**config.mk**
```make
export PLATFORM = sky130hd
export DESIGN_NAME = hdmc_ctrl
export DESIGN_NICKNAME = d
export VERILOG_FILES = /design/src/rtl/hdmc_pkg.sv /design/src/rtl/hdmc_ctrl.sv
export SDC_FILE = /design/constraint.sdc
export NUM_CORES = 1
export LEC_CHECK = 0
export CORE_AREA = 2 2 39 41
export DETAILED_ROUTE_END_ITERATION = 8
export DIE_AREA = 0 0 41 43
export DONT_BUFFER_PORTS = 1
export GPL_TIMING_DRIVEN = 0
export HOLD_SLACK_MARGIN = 0.08
export PLACE_DENSITY = 0.48
export REMOVE_ABC_BUFFERS = 1
export SLEW_MARGIN = 10
export SYNTH_ARGS = -nofsm -noshare
export SYNTH_HDL_FRONTEND = slang
export SYNTH_SLANG_ARGS = --single-unit
```
**constraint.sdc**
```tcl
create_clock -name clk -period 1.4 [get_ports clk]
set_input_delay 0.07 -clock clk [delete_from_list [all_inputs] [get_ports clk]]
set_output_delay 0.07 -clock clk [all_outputs]
set_load 0.05 [all_outputs]
```
**src/rtl/hdmc_pkg.sv**
```systemverilog
// ----------------------------------------------------------------------------
// hdmc_pkg
// Shared widths, codes and controller/datapath interface types for the
// hard-disk Monte Carlo step block.
// ----------------------------------------------------------------------------
`default_nettype none

package hdmc_pkg;

  localparam int MAX_DISKS_DEF = 256;

  localparam int CoordW    = 17;
  localparam int StepW     = 16;
  localparam int DiamW     = 36;
  localparam int WhichW    = 8;
  localparam int StatusW   = 3;
  localparam int SlotW     = 8;
  localparam int CountOutW = 9;
  localparam int CfgIdxW   = 1;
  localparam int SqW       = 2 * CoordW;

  localparam logic [CoordW-1:0] BOX_RESET  = CoordW'(128000);
  localparam logic [DiamW-1:0]  DIAM_RESET = DiamW'(104857600);

  typedef enum logic [StatusW-1:0] {
    ST_INSERTED     = 3'd0,
    ST_INS_OVERLAP  = 3'd1,
    ST_FULL         = 3'd2,
    ST_MOVED        = 3'd3,
    ST_OUT_OF_BOX   = 3'd4,
    ST_MOVE_OVERLAP = 3'd5,
    ST_BAD_INDEX    = 3'd6
  } status_t;

  typedef enum logic [CfgIdxW-1:0] {
    REG_BOX  = 1'b0,
    REG_DIAM = 1'b1
  } cfg_reg_t;

  typedef enum logic [1:0] {
    SEL_ZERO  = 2'd0,
    SEL_DISK  = 2'd1,
    SEL_HIT   = 2'd2,
    SEL_WRITE = 2'd3
  } slot_sel_t;

  typedef struct packed {
    logic      item_load;
    logic      cand_move;
    logic      scan_start;
    logic      scan_stop;
    logic      wr_en;
    logic      res_set;
    status_t   res_code;
    slot_sel_t slot_sel;
    logic      out_load;
  } cmd_t;

  typedef struct packed {
    logic is_move;
    logic full;
    logic bad_index;
    logic out_of_box;
    logic scan_hit;
    logic scan_done;
    logic out_free;
  } stat_t;

endpackage

`default_nettype wire

```
**src/rtl/hdmc_ctrl.sv**
```systemverilog
// ----------------------------------------------------------------------------
// hdmc_ctrl
// Sequencer for one item: decode, fetch of the moved disk, overlap scan,
// store write and hand-off of the result word to the output register.
// ----------------------------------------------------------------------------
`default_nettype none

module hdmc_ctrl
  import hdmc_pkg::*;
(
  input  wire logic  clk,
  input  wire logic  rst,
  input  wire logic  item_valid,
  output logic       item_stall,
  output cmd_t       cmd,
  input  wire stat_t stat
);

  typedef enum logic [5:0] {
    S_IDLE  = 6'b000001,
    S_CHECK = 6'b000010,
    S_FETCH = 6'b000100,
    S_SCAN  = 6'b001000,
    S_WRITE = 6'b010000,
    S_DONE  = 6'b100000
  } state_t;

  state_t state;
  state_t state_next;

  always_ff @(posedge clk) begin
    if (rst) begin
      state <= S_IDLE;
    end else begin
      state <= state_next;
    end
  end

  assign item_stall = (state != S_IDLE);

  always_comb begin
    state_next     = state;
    cmd.item_load  = 1'b0;
    cmd.cand_move  = 1'b0;
    cmd.scan_start = 1'b0;
    cmd.scan_stop  = 1'b0;
    cmd.wr_en      = 1'b0;
    cmd.res_set    = 1'b0;
    cmd.res_code   = ST_INSERTED;
    cmd.slot_sel   = SEL_ZERO;
    cmd.out_load   = 1'b0;
    unique case (state)
      S_IDLE: begin
        if (item_valid) begin
          cmd.item_load = 1'b1;
          state_next    = S_CHECK;
        end
      end
      S_CHECK: begin
        if (!stat.is_move) begin
          if (stat.full) begin
            cmd.res_set  = 1'b1;
            cmd.res_code = ST_FULL;
            cmd.slot_sel = SEL_ZERO;
            state_next   = S_DONE;
          end else begin
            cmd.scan_start = 1'b1;
            state_next     = S_SCAN;
          end
        end else if (stat.bad_index) begin
          cmd.res_set  = 1'b1;
          cmd.res_code = ST_BAD_INDEX;
          cmd.slot_sel = SEL_DISK;
          state_next   = S_DONE;
        end else begin
          state_next = S_FETCH;
        end
      end
      S_FETCH: begin
        cmd.cand_move = 1'b1;
        if (stat.out_of_box) begin
          cmd.res_set  = 1'b1;
          cmd.res_code = ST_OUT_OF_BOX;
          cmd.slot_sel = SEL_DISK;
          state_next   = S_DONE;
        end else begin
          cmd.scan_start = 1'b1;
          state_next     = S_SCAN;
        end
      end
      S_SCAN: begin
        if (stat.scan_hit) begin
          cmd.scan_stop = 1'b1;
          cmd.res_set   = 1'b1;
          cmd.res_code  = stat.is_move ? ST_MOVE_OVERLAP : ST_INS_OVERLAP;
          cmd.slot_sel  = SEL_HIT;
          state_next    = S_DONE;
        end else if (stat.scan_done) begin
          cmd.scan_stop = 1'b1;
          state_next    = S_WRITE;
        end
      end
      S_WRITE: begin
        cmd.wr_en    = 1'b1;
        cmd.res_set  = 1'b1;
        cmd.res_code = stat.is_move ? ST_MOVED : ST_INSERTED;
        cmd.slot_sel = SEL_WRITE;
        state_next   = S_DONE;
      end
      S_DONE: begin
        if (stat.out_free) begin
          cmd.out_load = 1'b1;
          state_next   = S_IDLE;
        end
      end
      default: begin
        state_next = S_IDLE;
      end
    endcase
  end

endmodule

`default_nettype wire

```
=== Yosys cells after proc, flatten, opt, wreduce, memory -nomap -nowiden ===
Cells that the tools add are included.

* Bits in registers: 6
* Output and inout bits: 13

* Equal/unequal tests: 10
* Reductions and logical operators: 1
* Multiplexer cells: 30

{| class="wikitable"
|+ Operators by type and width
! operator !! count
|-
| 6-bit 2-to-1 mux || 13
|-
| 6-bit one-hot mux with 6 select lines || 1
|-
| 6-bit one-hot mux with 4 select lines || 1
|-
| 1-bit 2-to-1 mux || 12
|-
| 6-bit by 1-bit equality test with 1-bit output (second input constant) || 1
|-
| 6-bit by 2-bit equality test with 1-bit output (second input constant) || 1
|-
| 6-bit by 3-bit equality test with 1-bit output (second input constant) || 1
|-
| 6-bit by 4-bit equality test with 1-bit output (second input constant) || 1
|-
| 6-bit by 5-bit equality test with 1-bit output (second input constant) || 1
|-
| 6-bit equality test (second input constant) || 1
|-
| 6-bit by 1-bit inequality test with 1-bit output (second input constant) || 1
|-
| 2-bit inequality test (second input constant) || 2
|-
| 3-bit 2-to-1 mux || 1
|-
| 3-bit inequality test (second input constant) || 1
|-
| 3-bit AND reduction || 1
|-
| 2-bit 2-to-1 mux || 1
|-
| 1-bit one-hot mux with 2 select lines || 1
|}

=== Logic depth before layout (Yosys ltp) ===
* Depth in word-level cells: 3
* Mapped depth: 6
* Gate-level depth less buffers: 5

=== Worst setup path after synthesis ===
OpenSTA, ideal clock, no wires.

* Kind: register to output
* From: register state[0]
* To: output port cmd[5] in the netlist's numbering
* Slack: -0.623 ns
* Data required time: 1.330 ns
* Buffers on the path: 0
* Stages on the path, launching flop included: 5
* Arrival time: 1.953 ns
* Cell sequence: dfxtp_1 nor3_1 and3_2 nand2_1 o21ai_0

{| class="wikitable"
|+ RTL lines
! what !! RTL line !! RTL
|-
| from (decl) || hdmc_ctrl.sv:28 || <nowiki>state_t state;</nowiki>
|-
| from (signal assigned) || hdmc_ctrl.sv:35 || <nowiki>state <= state_next;</nowiki>
|-
| to (decl) || hdmc_ctrl.sv:15 || <nowiki>output cmd_t cmd,</nowiki>
|}

==> impl_metrics.tcl <==
set metrics [dict create \
    hpwl_um 849 \
    yosys_register_bits 6 \
    synth_area_per_cell_um2 7.65 \
    grt-ovfl-total 0 \
    antenna_found_initial 0 \
    synth-edff-count 0 \
    grt_first_pass_wirelength_um 2320 \
    synthesis.area_um2 482 \
    ir_worst_vdd_mv 0.564 \
    synth_top_area_share_pct 24.9 \
    setup_viol 17 \
    r2r_end "state[5]$_SDFFE_PP0P_" \
    ys_seq_area_share_pct 24.9 \
    reg2reg_depth 6 \
    endpoint "cmd[4]" \
    die_h_um 43 \
    fmax_ghz 0.555 \
    path_buf_inv 0 \
    critPathRequiredTime_ns 1.33 \
    drive_above_1_share_pct 66.7 \
    drc 0 \
    hold_ws_ns 0.104 \
    path_depth 4 \
    largestRegisters "state x6" \
    synth_warnings 0 \
    fp-row-count 14 \
    cts.sinks 6 \
    yosysTopAreaCell "dfxtp_1" \
    critical_path.max_stage_delay_ns 0.55 \
    via_per_inst 5.74 \
    die-area_um2 1760 \
    drv_cap 0 \
    regMostFlops "state" \
    grt_pass1_vias 565 \
    worst_ep_arrival_time_ns 1.73 \
    vias 626 \
    ant_nets 0 \
    slowest_stage "or4_4" \
    die_w_um 41 \
    synthTopCellsByArea "dfxtp_1 25%, nand2_1 6.2%, o21ai_0 5.2%" \
    cts_tree "yes" \
    fin_nets 105 \
    maxSlewViolCount 0 \
    cts_buffer_depth 2 \
    cts_max_level 1 \
    slew_headroom_pct 64.2 \
    powerDensity_nw_per_um2 583 \
    crit_family "simple AND/OR/NAND/NOR gates" \
    syn_inst 63 \
    path_clk_slew_ns 0.05 \
    skew_ns 0.00483 \
    dr.pass1.iters 4 \
    io_buffers 0 \
    core_um2 1380 \
    numCtsBuffers 3 \
    hold_viol_final 0 \
    synth_common_cells "8 x nand2_1, 6 x dfxtp_1, 6 x nor2_1" \
    ios 23 \
    fin_crit_sh_pct 129 \
    cts_root_buf "clkbuf_4" \
    fin_crit_ns 1.80 \
    violations "setup timing" \
    cp_cell_sequence "or4_4 -> nor2_4 -> a21oi_2 -> a31oi_4" \
    area_growth_syn_to_layout_pct 107 \
    antenna_cells 0 \
    startpoint "state[0]$_SDFFE_PP1P_" \
    startpoint_type "register" \
    rsz0062_at_grt "yes" \
    grt_max_degree 9 \
    instances_no_fill 109 \
    synth_most_common_cell "nand2_1" \
    critical_path_class "reg -> out" \
    gp_congestion 0.683 \
    synthFlopType "dfxtp_1" \
    drt_iter0_drc 9 \
    r2r-start "state[3]$_SDFFE_PP0P_" \
    reg2reg_slack_ns -0.19 \
    routed_wl_um 1860 \
    hp-class "in -> reg" \
    initial_core_util_pct 34.8 \
    layout_setup_ws_ns -0.402 \
    status "complete, but fails checks" \
    yosysUniqueCellTypes 32 \
    worstSkewPairLatency_ns 0.25 \
    wl_per_cell_um 17.1 \
    largest_reg_flops 6 \
    gr-usage-all-layers_pct 19.1 \
    path_max_fanout 3 \
    post-place-cells 77 \
    endpoint_kind "output pin" \
    async_flop_share_pct 0 \
    worst_slew_pin_slew_ns 0.532 \
    leakage_nw 0.384 \
]
cell usage in the layout (no fill, tap or decap), types with 2 or more instances in the layout:
| cell type | netlist | layout |
|---|---|---|
| nand2_1 | 8 | 4 |
| nand2_2 | 0 | 2 |
| nor2_4 | 1 | 6 |
| nand2_4 | 0 | 2 |
| buf_6 | 1 | 3 |
| inv_1 | 5 | 3 |
| nor3_4 | 0 | 2 |
| dfxtp_4 | 0 | 5 |
| o21ai_4 | 0 | 2 |
| clkbuf_4 | 0 | 3 |
| dlygate4sd3_1 | 0 | 8 |
| o21ai_0 | 5 | 3 |
| buf_4 | 0 | 17 |
per-stage QoR:
| step | setup slack (ns) | util (%) | power [W] | area, µm² | setup TNS [ns] |
|---|---|---|---|---|---|
| after floorplan | -0.623 | - | 0.000297 | 465 | -3.27 |
| after global placement | -0.757 | 35.1 | 0.000310 | 485 | -5.13 |
| after detailed placement | -0.632 | 35.1 | 0.000309 | 485 | -4.35 |
| after CTS | -0.386 | 60.6 | 0.000539 | 838 | -2.90 |
| after global routing | -0.462 | 72.2 | 0.000614 | 998 | -4.56 |
| final | -0.402 | 72.2 | 0.000582 | 998 | -3.60 |
power breakdown:
part,switching (W),internal (W)
registers,0.0000100,0.000173
logic,0.000132,0.000104
clock network,0.0000650,0.0000971
how the worst min path moves through the flow:
| stage | startpoint | end | slack [ns] | cells after the start |
|---|---|---|---|---|
| detailed placement | stat[4] | state[2]$_SDFFE_PP0P_ | 0.15 | 1 |
| global placement | stat[4] | state[2]$_SDFFE_PP0P_ | 0.15 | 1 |
| floorplan | stat[4] | state[2]$_SDFFE_PP0P_ | 0.14 | 1 |
| global route | stat[6] | state[2]$_SDFFE_PP0P_ | 0.11 | 2 |
| finish | stat[6] | state[2]$_SDFFE_PP0P_ | 0.10 | 2 |
| CTS | stat[1] | state[3]$_SDFFE_PP0P_ | 0.09 | 2 |
layout make-up:
cell class,count,area (µm²)
Inverter,5,25.0
Fill cell,95,385
Clock buffer,3,22.5
Timing Repair Buffer,29,262
Multi-Input combinational cell,50,531
Tap cell,16,20.0
Sequential cell,6,139
logic make-up after synthesis:
logic type,share of synthesized area [%]
DFF,24.9
muxes,2.08
buffers and inverters,7.27
AOI/OAI and AO/OA,20.3
xor gates and xnor gates,1.82
and+or+nand+nor,43.6
layer usage:
metal	wire length [µm]	track usage, %	part of all wire [%]	vias to the layer above
li1	-	-	-	295
met1	710	23.9	38	301
met2	1030	28.7	55	28
met3	112	7.85	6.0	2
met4	11	6.00	0.59	0
met5	0	0	0	-
timing repair:
item,CTS,global route
hold buffers,6,2
pin swaps,13,11
gates resized for setup,48,12
hold endpoints to repair,6,1
setup buffers,12,10
setup endpoints to repair,18,19
Power figures use the tool's default switching activity.
